<file path="src/hw/rtl/rrqs_pkg.sv">
// Shared types, constants and helpers for the round-robin quantum scheduler.
// No dependencies; imported by every module in hw/rtl.
package rrqs_pkg;

    localparam int TABLE_SLOTS = 16;
    localparam int IDX_W       = $clog2(TABLE_SLOTS);
    localparam int CNT_W       = $clog2(TABLE_SLOTS + 1);

    typedef enum logic [1:0] {
        REQ_ADD     = 2'd0,
        REQ_REMOVE  = 2'd1,
        REQ_RESTART = 2'd2,
        REQ_RUN     = 2'd3
    } req_t;

    typedef enum logic [1:0] {
        ST_OK        = 2'd0,
        ST_FULL      = 2'd1,
        ST_NOT_FOUND = 2'd2
    } status_t;

    typedef enum logic [1:0] {
        OP_HOLD  = 2'd0,
        OP_SHIFT = 2'd1,
        OP_WRITE = 2'd2
    } cell_op_t;

    typedef struct packed {
        logic [7:0]  id;
        logic [15:0] arrival;
        logic [15:0] remaining;
        logic        done;
    } entry_t;

    typedef struct packed {
        cell_op_t   op;
        logic [7:0] key;
    } cell_ctl_t;

    typedef struct packed {
        logic        run;
        logic [15:0] len;
        logic        fin;
    } slice_t;

    typedef struct packed {
        logic [7:0]  id;
        logic [15:0] len;
        logic [31:0] total;
        logic        slice_valid;
        logic        fin;
        logic        all_done;
        status_t     status;
        logic        last;
    } result_t;

    function automatic logic [31:0] sat_add(input logic [31:0] a, input logic [31:0] b);
        logic [32:0] s;
        s = {1'b0, a} + {1'b0, b};
        return s[32] ? 32'hFFFF_FFFF : s[31:0];
    endfunction

endpackage

</file>
<file path="src/hw/rtl/rrqs_cell.sv">
// One table cell of the scheduler chain: holds one process entry.
// Depends on rrqs_pkg for entry and control types.
module rrqs_cell (
    input  logic               clk,
    input  rrqs_pkg::cell_ctl_t ctl,
    input  rrqs_pkg::entry_t   nbr,
    input  rrqs_pkg::entry_t   wr,
    output rrqs_pkg::entry_t   q,
    output logic               hit
);
    import rrqs_pkg::*;

    entry_t q_reg;
    entry_t q_next;

    always_comb
    begin
        case (ctl.op)
            OP_SHIFT: q_next = nbr;
            OP_WRITE: q_next = wr;
            default:  q_next = q_reg;
        endcase
    end

    always_ff @(posedge clk)
    begin
        q_reg <= q_next;
    end

    assign q   = q_reg;
    assign hit = (q_reg.id == ctl.key);

endmodule

</file>
<file path="src/hw/rtl/rrqs_slice.sv">
// Slice unit at the head of the chain: eligibility, slice length, time update.
// Depends on rrqs_pkg for entry and slice types and the saturating add.
module rrqs_slice (
    input  rrqs_pkg::entry_t head,
    input  logic             in_range,
    input  logic [31:0]      cur_time,
    input  logic [31:0]      total_time,
    input  logic [15:0]      quantum,
    output rrqs_pkg::entry_t upd,
    output rrqs_pkg::slice_t info,
    output logic [31:0]      cur_after,
    output logic [31:0]      tot_after
);
    import rrqs_pkg::*;

    logic        elig;
    logic [15:0] len;
    logic [15:0] rem_left;

    always_comb
    begin
        elig     = in_range && !head.done && ({16'd0, head.arrival} <= cur_time);
        len      = (head.remaining < quantum) ? head.remaining : quantum;
        rem_left = head.remaining - len;
        upd      = head;
        if (elig)
        begin
            upd.remaining = rem_left;
            upd.done      = (rem_left == 16'd0);
        end
        info.run  = elig;
        info.len  = len;
        info.fin  = (rem_left == 16'd0);
        cur_after = sat_add(cur_time, {16'd0, len});
        tot_after = sat_add(total_time, {16'd0, len});
    end

endmodule

</file>
<file path="src/hw/rtl/round_robin_quantum_scheduler.sv">
// Round-robin quantum scheduler: request decode, cell chain and result output.
// Depends on rrqs_pkg, rrqs_cell and rrqs_slice.
//
// Usage: drive req_type, proc_id, arrival_time and burst_length with start;
// an item is taken at a clock edge with start high and busy low. Results come
// on the result ports for one cycle each, marked by result_valid; last marks
// the final result of an item. The receiver cannot stall the block.
// Add, remove and restart results show in the next cycle and busy stays low,
// so these items can be issued back to back.
// A pass rotates the whole cell chain once through the slice unit at its head,
// one entry per cycle, while busy is high. Each slice result is held until the
// next slice of the pass runs and shows in the cycle after that; the final one
// shows in the first cycle with busy low.
// A run request that finds every entry finished answers like an add.
// The quantum register must be written with cfg_we and cfg_wdata only while
// idle; the block itself does not enforce this.
// Reset empties the table, clears both time counters and sets quantum to 4;
// entries themselves are not cleared, only the fill count.
module round_robin_quantum_scheduler (
    input  logic        clk,
    input  logic        rst_n,
    input  logic        start,
    output logic        busy,
    input  logic [1:0]  req_type,
    input  logic [7:0]  proc_id,
    input  logic [15:0] arrival_time,
    input  logic [15:0] burst_length,
    input  logic        cfg_we,
    input  logic [15:0] cfg_wdata,
    output logic        result_valid,
    output logic [7:0]  ran_id,
    output logic [15:0] slice_length,
    output logic [31:0] total_elapsed,
    output logic        slice_valid,
    output logic        proc_finished,
    output logic        all_done,
    output logic [1:0]  status,
    output logic        last
);
    import rrqs_pkg::*;

    typedef enum logic [2:0] {
        S_IDLE = 3'b001,
        S_SCAN = 3'b010,
        S_TAIL = 3'b100
    } state_t;

    state_t             state_reg, state_next;
    logic [IDX_W-1:0]   k_reg, k_next;
    logic [CNT_W-1:0]   count_reg, count_next;
    logic [31:0]        cur_reg, cur_next;
    logic [31:0]        tot_reg, tot_next;
    logic [15:0]        quantum_reg, quantum_next;
    logic               pend_valid_reg, pend_valid_next;
    result_t            pend_reg, pend_next;
    logic               result_valid_reg, result_valid_next;
    result_t            out_reg, out_next;

    entry_t                 cell_q [TABLE_SLOTS];
    cell_ctl_t              cell_ctl [TABLE_SLOTS];
    logic [TABLE_SLOTS-1:0] hit_vec;
    logic [TABLE_SLOTS-1:0] valid_mask;
    logic [TABLE_SLOTS-1:0] done_vec;
    logic [TABLE_SLOTS-1:0] match_vec;
    logic [TABLE_SLOTS-1:0] low_bit;
    logic [TABLE_SLOTS-1:0] shift_mask;
    entry_t                 wr_entry;
    entry_t                 head_upd;
    slice_t                 slice_info;
    logic [31:0]            cur_after;
    logic [31:0]            tot_after;
    logic                   in_range;
    logic                   accept;
    logic                   full;
    logic                   found;
    logic                   all_fin;
    logic                   do_add;
    logic                   do_rem;
    logic                   do_scan;
    req_t                   req;
    result_t                plain_res;

    assign req      = req_t'(req_type);
    assign accept   = start && (state_reg == S_IDLE);
    assign wr_entry = '{id: proc_id, arrival: arrival_time, remaining: burst_length,
                        done: 1'b0};
    assign in_range = ({1'b0, k_reg} < count_reg);

    for (genvar g = 0; g < TABLE_SLOTS; g++)
    begin : g_cell
        entry_t nbr;
        if (g == TABLE_SLOTS - 1)
        begin : g_tail
            assign nbr = head_upd;
        end
        else
        begin : g_body
            assign nbr = cell_q[g+1];
        end

        assign valid_mask[g] = (CNT_W'(g) < count_reg);
        assign done_vec[g]   = cell_q[g].done;

        always_comb
        begin
            cell_ctl[g].key = proc_id;
            if (do_scan || (do_rem && shift_mask[g]))
            begin
                cell_ctl[g].op = OP_SHIFT;
            end
            else if (do_add && (count_reg == CNT_W'(g)))
            begin
                cell_ctl[g].op = OP_WRITE;
            end
            else
            begin
                cell_ctl[g].op = OP_HOLD;
            end
        end

        rrqs_cell u_cell (
            .clk (clk),
            .ctl (cell_ctl[g]),
            .nbr (nbr),
            .wr  (wr_entry),
            .q   (cell_q[g]),
            .hit (hit_vec[g])
        );
    end

    rrqs_slice u_slice (
        .head       (cell_q[0]),
        .in_range   (in_range),
        .cur_time   (cur_reg),
        .total_time (tot_reg),
        .quantum    (quantum_reg),
        .upd        (head_upd),
        .info       (slice_info),
        .cur_after  (cur_after),
        .tot_after  (tot_after)
    );

    assign match_vec  = hit_vec & valid_mask;
    assign found      = |match_vec;
    assign low_bit    = match_vec & (~match_vec + TABLE_SLOTS'(1));
    assign shift_mask = ~(low_bit - TABLE_SLOTS'(1));
    assign full       = (count_reg >= CNT_W'(TABLE_SLOTS));
    assign all_fin    = &(done_vec | ~valid_mask);
    assign do_add     = accept && (req == REQ_ADD) && !full;
    assign do_rem     = accept && (req == REQ_REMOVE) && found;
    assign do_scan    = (state_reg == S_SCAN);

    always_comb
    begin
        plain_res = '{id: 8'd0, len: 16'd0, total: tot_reg, slice_valid: 1'b0,
                      fin: 1'b0, all_done: 1'b0, status: ST_OK, last: 1'b1};

        state_next        = state_reg;
        k_next            = k_reg;
        count_next        = count_reg;
        cur_next          = cur_reg;
        tot_next          = tot_reg;
        quantum_next      = cfg_we ? cfg_wdata : quantum_reg;
        pend_valid_next   = pend_valid_reg;
        pend_next         = pend_reg;
        result_valid_next = 1'b0;
        out_next          = out_reg;

        case (state_reg)
            S_IDLE:
            begin
                if (accept)
                begin
                    result_valid_next = 1'b1;
                    out_next          = plain_res;
                    case (req)
                        REQ_ADD:
                        begin
                            if (full)
                            begin
                                out_next.status = ST_FULL;
                            end
                            else
                            begin
                                count_next = count_reg + CNT_W'(1);
                            end
                        end
                        REQ_REMOVE:
                        begin
                            if (found)
                            begin
                                count_next = count_reg - CNT_W'(1);
                            end
                            else
                            begin
                                out_next.status = ST_NOT_FOUND;
                            end
                        end
                        REQ_RESTART:
                        begin
                            cur_next = 32'd0;
                        end
                        default:
                        begin
                            if (all_fin)
                            begin
                                out_next.all_done = 1'b1;
                            end
                            else
                            begin
                                result_valid_next = 1'b0;
                                state_next        = S_SCAN;
                                k_next            = '0;
                                pend_valid_next   = 1'b0;
                            end
                        end
                    endcase
                end
            end
            S_SCAN:
            begin
                if (slice_info.run)
                begin
                    cur_next = cur_after;
                    tot_next = tot_after;
                    if (pend_valid_reg)
                    begin
                        result_valid_next = 1'b1;
                        out_next          = pend_reg;
                    end
                    pend_valid_next = 1'b1;
                    pend_next = '{id: cell_q[0].id, len: slice_info.len, total: tot_after,
                                  slice_valid: 1'b1, fin: slice_info.fin, all_done: 1'b0,
                                  status: ST_OK, last: 1'b0};
                end
                if (k_reg == IDX_W'(TABLE_SLOTS - 1))
                begin
                    state_next = S_TAIL;
                end
                else
                begin
                    k_next = k_reg + IDX_W'(1);
                end
            end
            S_TAIL:
            begin
                cur_next          = sat_add(cur_reg, 32'd1);
                result_valid_next = 1'b1;
                if (pend_valid_reg)
                begin
                    out_next      = pend_reg;
                    out_next.last = 1'b1;
                end
                else
                begin
                    out_next = plain_res;
                end
                pend_valid_next = 1'b0;
                state_next      = S_IDLE;
            end
            default:
            begin
                state_next = S_IDLE;
            end
        endcase
    end

    always_ff @(posedge clk or negedge rst_n)
    begin
        if (!rst_n)
        begin
            state_reg        <= S_IDLE;
            k_reg            <= '0;
            count_reg        <= '0;
            cur_reg          <= 32'd0;
            tot_reg          <= 32'd0;
            quantum_reg      <= 16'd4;
            pend_valid_reg   <= 1'b0;
            result_valid_reg <= 1'b0;
        end
        else
        begin
            state_reg        <= state_next;
            k_reg            <= k_next;
            count_reg        <= count_next;
            cur_reg          <= cur_next;
            tot_reg          <= tot_next;
            quantum_reg      <= quantum_next;
            pend_valid_reg   <= pend_valid_next;
            result_valid_reg <= result_valid_next;
        end
    end

    always_ff @(posedge clk)
    begin
        pend_reg <= pend_next;
        out_reg  <= out_next;
    end

    assign busy          = (state_reg != S_IDLE);
    assign result_valid  = result_valid_reg;
    assign ran_id        = out_reg.id;
    assign slice_length  = out_reg.len;
    assign total_elapsed = out_reg.total;
    assign slice_valid   = out_reg.slice_valid;
    assign proc_finished = out_reg.fin;
    assign all_done      = out_reg.all_done;
    assign status        = out_reg.status;
    assign last          = out_reg.last;

    a_count_bound: assert property (@(posedge clk) disable iff (!rst_n)
        count_reg <= CNT_W'(TABLE_SLOTS))
        else $error("entry count above table size");

    a_slice_clean: assert property (@(posedge clk) disable iff (!rst_n)
        (result_valid_reg && out_reg.slice_valid) |->
        (out_reg.status == ST_OK) && !out_reg.all_done)
        else $error("slice result with error status or all_done");

    a_tail_last: assert property (@(posedge clk) disable iff (!rst_n)
        (state_reg == S_TAIL) |=> (result_valid_reg && out_reg.last))
        else $error("pass ended without a final result");

    a_scan_hold: assert property (@(posedge clk) disable iff (!rst_n)
        (state_reg == S_SCAN && k_reg != IDX_W'(TABLE_SLOTS - 1)) |=>
        (state_reg == S_SCAN) && $stable(count_reg))
        else $error("scan left early or table size changed in a pass");

    a_pend_order: assert property (@(posedge clk) disable iff (!rst_n)
        (state_reg == S_IDLE) |-> !pend_valid_reg)
        else $error("pending slice left behind after a pass");

endmodule
</file>
<file path="config.mk">
export PLATFORM = sky130hd
export DESIGN_NAME = round_robin_quantum_scheduler
export DESIGN_NICKNAME = d
export VERILOG_FILES = /design/src/hw/rtl/rrqs_pkg.sv /design/src/hw/rtl/rrqs_cell.sv /design/src/hw/rtl/rrqs_slice.sv /design/src/hw/rtl/round_robin_quantum_scheduler.sv
export SDC_FILE = /design/constraint.sdc
export NUM_CORES = 1
export LEC_CHECK = 0
export BUFFER_PORTS_ARGS = -buffer_cell sky130_fd_sc_hd__buf_4
export CAP_MARGIN = 20
export CORE_ASPECT_RATIO = 1.25
export CORE_MARGIN = 2
export CORE_UTILIZATION = 63
export CTS_CLUSTER_SIZE = 40
export DETAILED_ROUTE_END_ITERATION = 10
export PLACE_DENSITY = 0.8
export REMOVE_ABC_BUFFERS = 1
export SYNTH_ARGS = -nofsm -noshare
export SYNTH_HDL_FRONTEND = slang
export SYNTH_SLANG_ARGS = --single-unit
</file>
<file path="constraint.sdc">
create_clock -name clk -period 9 [get_ports clk]
set_clock_uncertainty 0.1 [all_clocks]
set_input_delay 1.35 -clock clk [delete_from_list [all_inputs] [get_ports clk]]
set_output_delay 1.35 -clock clk [all_outputs]
set_load 0.02 [all_outputs]
</file>
==> results of run 1 <==
==> layer usage <==
layer | global-route usage | wire length (um)
met4 | 0.122 | 3740
met3 | 0.0390 | 6820
met1 | 0.376 | 41500
met5 | 0 | 0
met2 | 0.526 | 54500
==> worst paths after layout <==
kind                                             start           end  slack, ns  cells past startpoint
worst max-delay path                   quantum_reg[15]  pend_reg[32]       2.60                     18
max in group asynchronous                        rst_n    cur_reg[7]       7.03                      2
worst min-delay path            g_cell[0].u_cell.q[34]  pend_reg[55]       0.42                      0
worst max register to register         quantum_reg[15]  pend_reg[32]       2.60                     18
min in group asynchronous                        rst_n   tot_reg[30]       0.64                      1
worst min register to register  g_cell[0].u_cell.q[34]  pend_reg[55]       0.42                      0
==> stage by stage <==
stage               instances  setup slack (ns)  cell area (um2)
floorplan                2963              1.06            42300
global placement         4005              2.92            44900
detailed placement       4005              2.75            44900
CTS                      4161              2.69            47700
global route             4161              2.22            47700
finish                   4161              2.60            47700
==> logic make-up after synthesis <==
| group | after synthesis | share of synthesized area |
|---|---|---|
| buffers and inverters | 303 | 0.0300 |
| and+or+nand+nor | 618 | 0.0703 |
| adders and majority gates | 91 | 0.0269 |
| AOI/OAI and AO/OA | 428 | 0.0656 |
| xor gates and xnor gates | 185 | 0.0375 |
| muxes | 682 | 0.177 |
| DFF | 869 | 0.593 |
==> area by class of cell <==
| class | count | area share |
|---|---|---|
| repair buffers | 170 | 0.0268 |
| clock buffers | 102 | 0.0468 |
| well taps | 872 | 0.0229 |
| inverters | 90 | 0.00714 |
| flip-flops and latches | 869 | 0.538 |
| multi-input cells | 2004 | 0.346 |
| clock inverters | 54 | 0.0123 |
==> worst max-delay path, cell delays in order (launching register included) <==
cell       delay, ns
dfrtp_1         0.40
inv_1           0.07
ha_1            0.32
a2111oi_0       0.41
o21ai_0         0.15
o22ai_1         0.19
nand3_1         0.71
o21ai_0         0.79
ha_1            0.31
inv_1           0.06
fa_1            0.42
nor2b_1         0.13
o21a_1          0.15
o21ai_1         0.10
a21oi_1         0.50
a31oi_2         0.32
nor2_1          0.45
and3_1          0.23
mux2_2          0.34
==> report_power, final <==
group	switching [mW]	leakage (nW)	internal, mW
Clock	1.58	1.37	2.05
Sequential	0.112	8.25	4.47
Combinational	0.566	7.60	0.340
==> layout by cell type (no fill, tap or decap), types with 14 or more instances in the layout <==
| cell | synthesis | final |
|---|---|---|
| a211oi_1 | 19 | 19 |
| a21o_1 | 26 | 26 |
| a21oi_1 | 94 | 93 |
| a31oi_1 | 54 | 54 |
| and2_1 | 24 | 24 |
| and3_1 | 26 | 26 |
| buf_4 | 10 | 170 |
| clkbuf_1 | 109 | 14 |
| clkbuf_16 | 0 | 86 |
| clkinv_1 | 1 | 19 |
| dfrtp_1 | 92 | 92 |
| edfxtp_1 | 775 | 775 |
| ha_1 | 88 | 88 |
| inv_1 | 87 | 86 |
| mux2_2 | 654 | 654 |
| mux2i_1 | 15 | 15 |
| nand2_1 | 221 | 211 |
| nand2b_1 | 18 | 18 |
| nand3_1 | 57 | 46 |
| nand4_1 | 35 | 35 |
| nor2_1 | 98 | 96 |
| nor2b_1 | 33 | 33 |
| nor3_1 | 41 | 41 |
| nor4_1 | 20 | 20 |
| o21ai_0 | 70 | 70 |
| o21ai_1 | 25 | 25 |
| xnor2_1 | 127 | 127 |
| xor2_1 | 58 | 58 |
==> impl_summary.txt, run 1 <==
----------------------------------------------------
[Global routing]
  Overall routing resource usage ... 0.300
  Number of global-route vias before repair ... 28100
  Final global-route overflow total ... 0
  Global-route wire length before repair ... 164000 um
  Antenna violations before repair ... 0
  Maximum number of pins on one net before global-route repair ... 68

[Placed design]
  Last weighted congestion value of the routability-driven placer ... 0.934
  Count of buffers from port buffering ... 125
  Estimated wirelength of the detail-placed design ... 66400 um

[Synthesis]
  Area of the mapped netlist ... 43200 um2
  FFs w/ async S/R, synth ... 0.108
  Most frequent cell after synthesis ... edfxtp_1
  Synth area leader ... edfxtp_1
  Synthesized area per cell ... 13.6 um2
  Top cells by area in the synthesized netlist ... edfxtp_1, mux2_2, dfrtp_1
  Flop and latch count out of synthesis ... 869
  Fraction of synthesized cell area taken by the top area cell type ... 0.538
  Synth Flop Type ... edfxtp_1
  Ys Warns ... 0
  Number of synthesized flops with an enable pin ... 775
  Post-synthesis cell count ... 3176
  Most frequent cells after synthesis ... edfxtp_1, mux2_2, nand2_1
  Distinct cell type count after synthesis ... 88
  Post-synthesis sequential area ratio ... 0.593

[Cells and area]
  Final core utilization ... 0.701
  # nets final ... 3373
  Max reg flops ... 656
  Growth of design area from synthesis to finish ... 10.2%
  Sequential cell area in the final layout ... 25600 um2
  Filler Cell Count ... 4532
  Fraction of layout cells with a size suffix above 1 ... 0.310
  Antenna diode count ... 0
  Multi-input logic area ... 16500 um2

[Clocking]
  Root Buffer Master ... clkbuf_16
  Clock tree from TritonCTS ... yes
  Clock-pin slew on the worst setup and hold paths ... 0.06 ns
  Clock sink count ... 869
  Latest clock arrival within the worst-skew pair ... 0.65 ns
  Clock buffer depth ... 3
  CTS Hold Buffers Added ... 0
  H-tree Lvls ... 3
  Count of cells resized by post-cts repair ... 0
  Total clock buffers created by CTS ... 85
  Count of buffers added by post-CTS timing repair for setup ... 0

[Route]
  First-pass iteration count of the detailed router ... 7
  Number of vias per cell ... 6.53
  Final wirelength ... 107000 um
  Routed vias ... 27200
  Average routed wire per standard cell ... 25.6 um
  DRC marker count from the first detailed-route iteration ... 2328
  Antenna-violating nets left ... 0
  DRC violation count after routing ... 0

[Power]
  Total chip power ... 9.12 mW
  Power density relative to cell area ... 191 nW/um2
  Static Leak ... 17.2 nW
  Worst voltage drop across the vdd grid ... 213 uV

[Critical path]
  Critical path fanouts, max ... 23
  Worst endpoint data arrival time ... 6.68 ns
  Type of element capturing the critical path ... register
  Worst setup path category ... register to register
  Critical path required time ... 9.28 ns
  Setup crit start kind ... register

[Flow run]
  Maxcap violations ... 0

[Die]
  Starting utilization of the core area ... 0.636
  Total Die Area ... 70800 um2
  Standard cell core area ... 68000 um2
  Die height ... 297 um
  Horizontal die dimension ... 238 um
  I/O pin cnt ... 126
  Core Rows ... 107

[Timing]
  Hold slack ... 0.416 ns
  Setup repair after global routing missed its margin ... false
  Accumulated negative setup slack ... 0 ns
  Transition time of the tightest slew-check pin ... 1.11 ns
  Final hold vios ... 0
  Final-report max-slew violation count ... 0
  Final critical-path share of the clock period ... 0.711
  Minimum clock period after layout ... 6.40 ns
  Highest Clock Rate ... 0.156 GHz
  Final number of setup-violating endpoints ... 0
  Worst rel slew slack ... 0.262

[Min path]
  Class of the worst hold path ... register to register

[Outcome]
  Outcome ... finished, final reports clean

----------------------------------------------------
Power figures use the tool's default switching activity.
==> run 2: changes to the inputs <==
Settings changed: ABC_AREA set to 1.
Clock period 9 ns to 6.57 ns, I/O delays scaled along.
==> run 2 against run 1 <==
Design area increased by 0.39%. Non-clock buffer count grew 19. Sequential share of layout area decreased by 0.21 points. Sequential power increased by 64%. Register-to-register slack worse by 1.9 ns. Area after synthesis is 0.77% higher.
==> impl_summary.txt, run 2 <==
----------------------------------------------------
[Outcome]
  Outcome ... finished, final reports clean

[Critical path]
  Worst setup path category ... register to register
  Critical path fanouts, max ... 18 (-22%)
  Crit path buffers/inverters ... 4 (+2)
  Type of element capturing the critical path ... register
  Cell with the largest stage delay on the worst path ... o21ai_0
  Largest stage delay on the critical path ... 0.72 ns (-0.07 ns)
  Crit-path most repeated cell ... nand2_1
  Setup crit start kind ... register
  Series of cell instances along the critical path ... inv_1, ha_1, nand2_1, inv_1, nand2_1, nand2_1, nand2_1, nand2_1, nand2_1, nand2_1, clkinv_1, o21ai_0, inv_1, fa_1, nand3b_1, nand2_1, a21oi_1, o21ai_0, nand2_1, nand2_1, nand3_1, nand2_1, nand2_1, o21ai_0
  Family with the most delay on the worst path ... simple AND/OR/NAND/NOR gates
  Critical path required time ... 7.02 ns (-2.26 ns)
  Worst endpoint data arrival time ... 6.36 ns (-0.32 ns)

[Power]
  Power share of the combinational group ... 0.241 (+0.142)
  Share of power burned in registers ... 0.459 (-0.044)
  Net switching component of the power ... 5.34 mW (+140%)
  Worst voltage drop across the vdd grid ... 254 uV (+19%)
  Relative contribution of the clock network to total power ... 0.300 (-0.098)
  Static Leak ... 19.7 nW (+14%)
  Power Internal ... 11.0 mW (+60%)
  Total chip power ... 16.3 mW (+79%)
  Net switching fraction of the power ... 0.327 (+0.0797)
  Power density relative to cell area ... 341 nW/um2 (+78%)

[Synthesis]
  Most frequent cells after synthesis ... nand2_1, edfxtp_1, o21ai_0
  FFs w/ async S/R, synth ... 0.108 (unchanged)
  Distinct cell type count after synthesis ... 53 (-40%)
  Fraction of synthesized cell area taken by the top area cell type ... 0.534 (-0.00410)
  Post-synthesis cell count ... 4623 (+46%)
  Synthesized area per cell ... 9.43 um2 (-31%)
  Number of synthesized flops with an enable pin ... 775 (unchanged)
  Ys Warns ... 0 (unchanged)
  Synth area leader ... edfxtp_1
  Area of the mapped netlist ... 43600 um2 (+0.77%)
  Post-synthesis sequential area ratio ... 0.588 (-0.00451)
  Synth Flop Type ... edfxtp_1
  Flop and latch count out of synthesis ... 869 (unchanged)
  Most frequent cell after synthesis ... nand2_1
  Top cells by area in the synthesized netlist ... edfxtp_1, nand2_1, o21ai_0

[Global routing]
  Number of global-route vias before repair ... 33500 (+19%)
  Maximum number of pins on one net before global-route repair ... 83 (+22%)
  Global-route wire length before repair ... 189000 um (+16%)
  Overall routing resource usage ... 0.347 (+0.0466)
  Antenna violations before repair ... 1 (+1)
  Final global-route overflow total ... 0 (unchanged)

[Flow run]
  Maxcap violations ... 0 (unchanged)

[Placed design]
  Area of placed instances ... 45100 um2 (+0.48%)
  Placed instance count ... 5427 (+36%)
  Estimated wirelength of the detail-placed design ... 78800 um (+19%)
  Placement Setup Slack ... 0.769 ns (-1.98 ns)
  Count of buffers from port buffering ... 125 (unchanged)
  Last weighted congestion value of the routability-driven placer ... 0.958 (+2.6%)

[Timing]
  Accumulated negative setup slack ... 0 ns (unchanged)
  Final critical-path share of the clock period ... 0.899 (+0.188)
  Final number of setup-violating endpoints ... 0 (unchanged)
  Final hold vios ... 0 (unchanged)
  Minimum clock period after layout ... 5.91 ns (-0.490 ns)
  Final-report max-slew violation count ... 0 (unchanged)
  Transition time of the tightest slew-check pin ... 1.20 ns (+0.0905 ns)
  Worst rel slew slack ... 0.193 (-0.0688)
  Final worst slack ... 0.661 ns (-1.94 ns)
  Highest Clock Rate ... 0.169 GHz (+8.3%)
  Setup repair after global routing missed its margin ... false

[Clocking]
  Count of cells resized by post-cts repair ... 0 (unchanged)
  Latest clock arrival within the worst-skew pair ... 0.69 ns (+0.04 ns)
  Clock tree from TritonCTS ... yes
  Total clock buffers created by CTS ... 86 (+1.2%)
  Root Buffer Master ... clkbuf_16
  Clock-pin slew on the worst setup and hold paths ... 0.06 ns (about the same)
  H-tree Lvls ... 3 (unchanged)
  CTS Hold Buffers Added ... 0 (unchanged)
  Clock sink count ... 869 (unchanged)
  Count of buffers added by post-CTS timing repair for setup ... 0 (unchanged)
  Clock buffer depth ... 3 (unchanged)

[Die]
  Core Rows ... 107 (unchanged)
  I/O pin cnt ... 126 (unchanged)
  Horizontal die dimension ... 239 um (+0.38%)
  Die height ... 298 um (+0.38%)
  Total Die Area ... 71300 um2 (+0.75%)
  Starting utilization of the core area ... 0.638 (+0.00236)
  Standard cell core area ... 68300 um2 (+0.39%)

[Route]
  Routed length on met2 ... 59300 um (+8.8%)
  Antenna-violating nets left ... 0 (unchanged)
  Routed vias ... 34300 (+26%)
  DRC marker count from the first detailed-route iteration ... 3898 (+67%)
  Routed wl met3 ... 11900 um (+74%)
  Average routed wire per standard cell ... 21.9 um (-15%)
  Met1 WL ... 44700 um (+7.7%)
  DRC violation count after routing ... 0 (unchanged)
  Final wirelength ... 122000 um (+15%)
  Number of vias per cell ... 6.15 (-5.8%)
  First-pass iteration count of the detailed router ... 6 (-1)
  Highest Signal Layer ... met4

[Cells and area]
  Most frequent standard cell in the layout excluding fill and tap cells ... nand2_1
  Max reg flops ... 656 (unchanged)
  Filler-free cell count of the finished design ... 5585 (+34%)
  # nets final ... 4797 (+42%)
  Growth of design area from synthesis to finish ... 9.83%
  Fraction of layout cells with a size suffix above 1 ... 0.0811 (-0.229)
  Commonest cells after routing, fill and taps aside ... nand2_1, edfxtp_1, o21ai_0, inv_1, nor2_1
  Fin area ... 47900 um2 (+0.39%)

[Min path]
  Class of the worst hold path ... input pin to async pin

----------------------------------------------------
run 2: cell count changes after synthesis, sizes merged, moves of 59 or more:
| cell | before | now |
|---|---|---|
| nand3 | 57 | 168 |
| inv | 89 | 337 |
| nor2 | 100 | 276 |
| clkbuf | 109 | 199 |
| xnor2 | 127 | 68 |
| o21ai | 98 | 724 |
| nand4 | 35 | 125 |
| nand2 | 222 | 1326 |
| mux2 | 667 | 2 |
run 2: final cells by class:
type / instances / area, um2
sequential: 869 / 25600
fill: 5067 / 20400
multi-input combinational: 3153 / 15600
clock buffer: 99 / 2250
timing repair buffer: 189 / 1430
inverter: 345 / 1300
tap: 872 / 1090
clock inverter: 55 / 508
antenna: 3 / 7.51
run 2: path summary, 6_finish.rpt:
path | from | to | slack (ns) | cells past startpoint
min | rst_n | quantum_reg[4] | 0.25 | 1
max reg2reg | quantum_reg[2] | tot_reg[14] | 0.66 | 24
max | quantum_reg[2] | tot_reg[14] | 0.66 | 24
min in group clk | pend_reg[17] | total_elapsed[11] | 0.42 | 2
min reg2reg | pend_reg[17] | total_elapsed[11] | 0.42 | 2
max in group asynchronous | rst_n | cur_reg[29] | 4.87 | 2
run 2: layer usage:
metal	vias up	track usage
met3	396	0.0531
met5	-	0
met1	16200	0.436
met4	0	0.166
met2	1958	0.587
li1	15800	-
run 2: worst reg2reg max path: stages (launching register included):
cell and delay (ns):
dfstp_2 0.51, inv_1 0.06, ha_1 0.27, nand2_1 0.05
inv_1 0.05, nand2_1 0.04, nand2_1 0.06, nand2_1 0.05
nand2_1 0.09, nand2_1 0.06, nand2_1 0.17, clkinv_1 0.13
o21ai_0 0.72, inv_1 0.33, fa_1 0.51, nand3b_1 0.17
nand2_1 0.12, a21oi_1 0.15, o21ai_0 0.47, nand2_1 0.14
nand2_1 0.32, nand3_1 0.69, nand2_1 0.32, nand2_1 0.07
o21ai_0 0.11
run 2: cells by family (layout without fill, tap and decap cells):
kind of cell,Yosys count,count (layout),share of synthesized area
XOR/XNOR,145,145,0.0291
other,0,3,0
buffers and inverters,601,688,0.0563
AO/OA/AOI/OAI,907,907,0.106
AND/OR/NAND/NOR,2008,2008,0.193
flip-flops,869,869,0.588
multiplexers,2,2,0.000517
adder cells (fa/ha/maj),91,91,0.0266
run 2: stage by stage:
step / hold slack [ns] / utilization
finish: 0.247 / 0.701
global route: 0.293 / 0.701
CTS: 0.266 / 0.700
detailed placement: 0.403 / 0.660
global placement: 0.391 / 0.660
floorplan: 0.350 / -
run 2: power groups by stage:
stage | Combinational, mW | Clock (mW) | Sequential, mW
finish | 3.94 | 4.91 | 7.49
global route | 4.32 | 5.12 | 7.57
CTS | 3.88 | 4.91 | 7.50
detailed placement | 3.85 | 0 | 7.60
global placement | 3.78 | 0 | 7.57
floorplan | 2.15 | 0 | 7.77
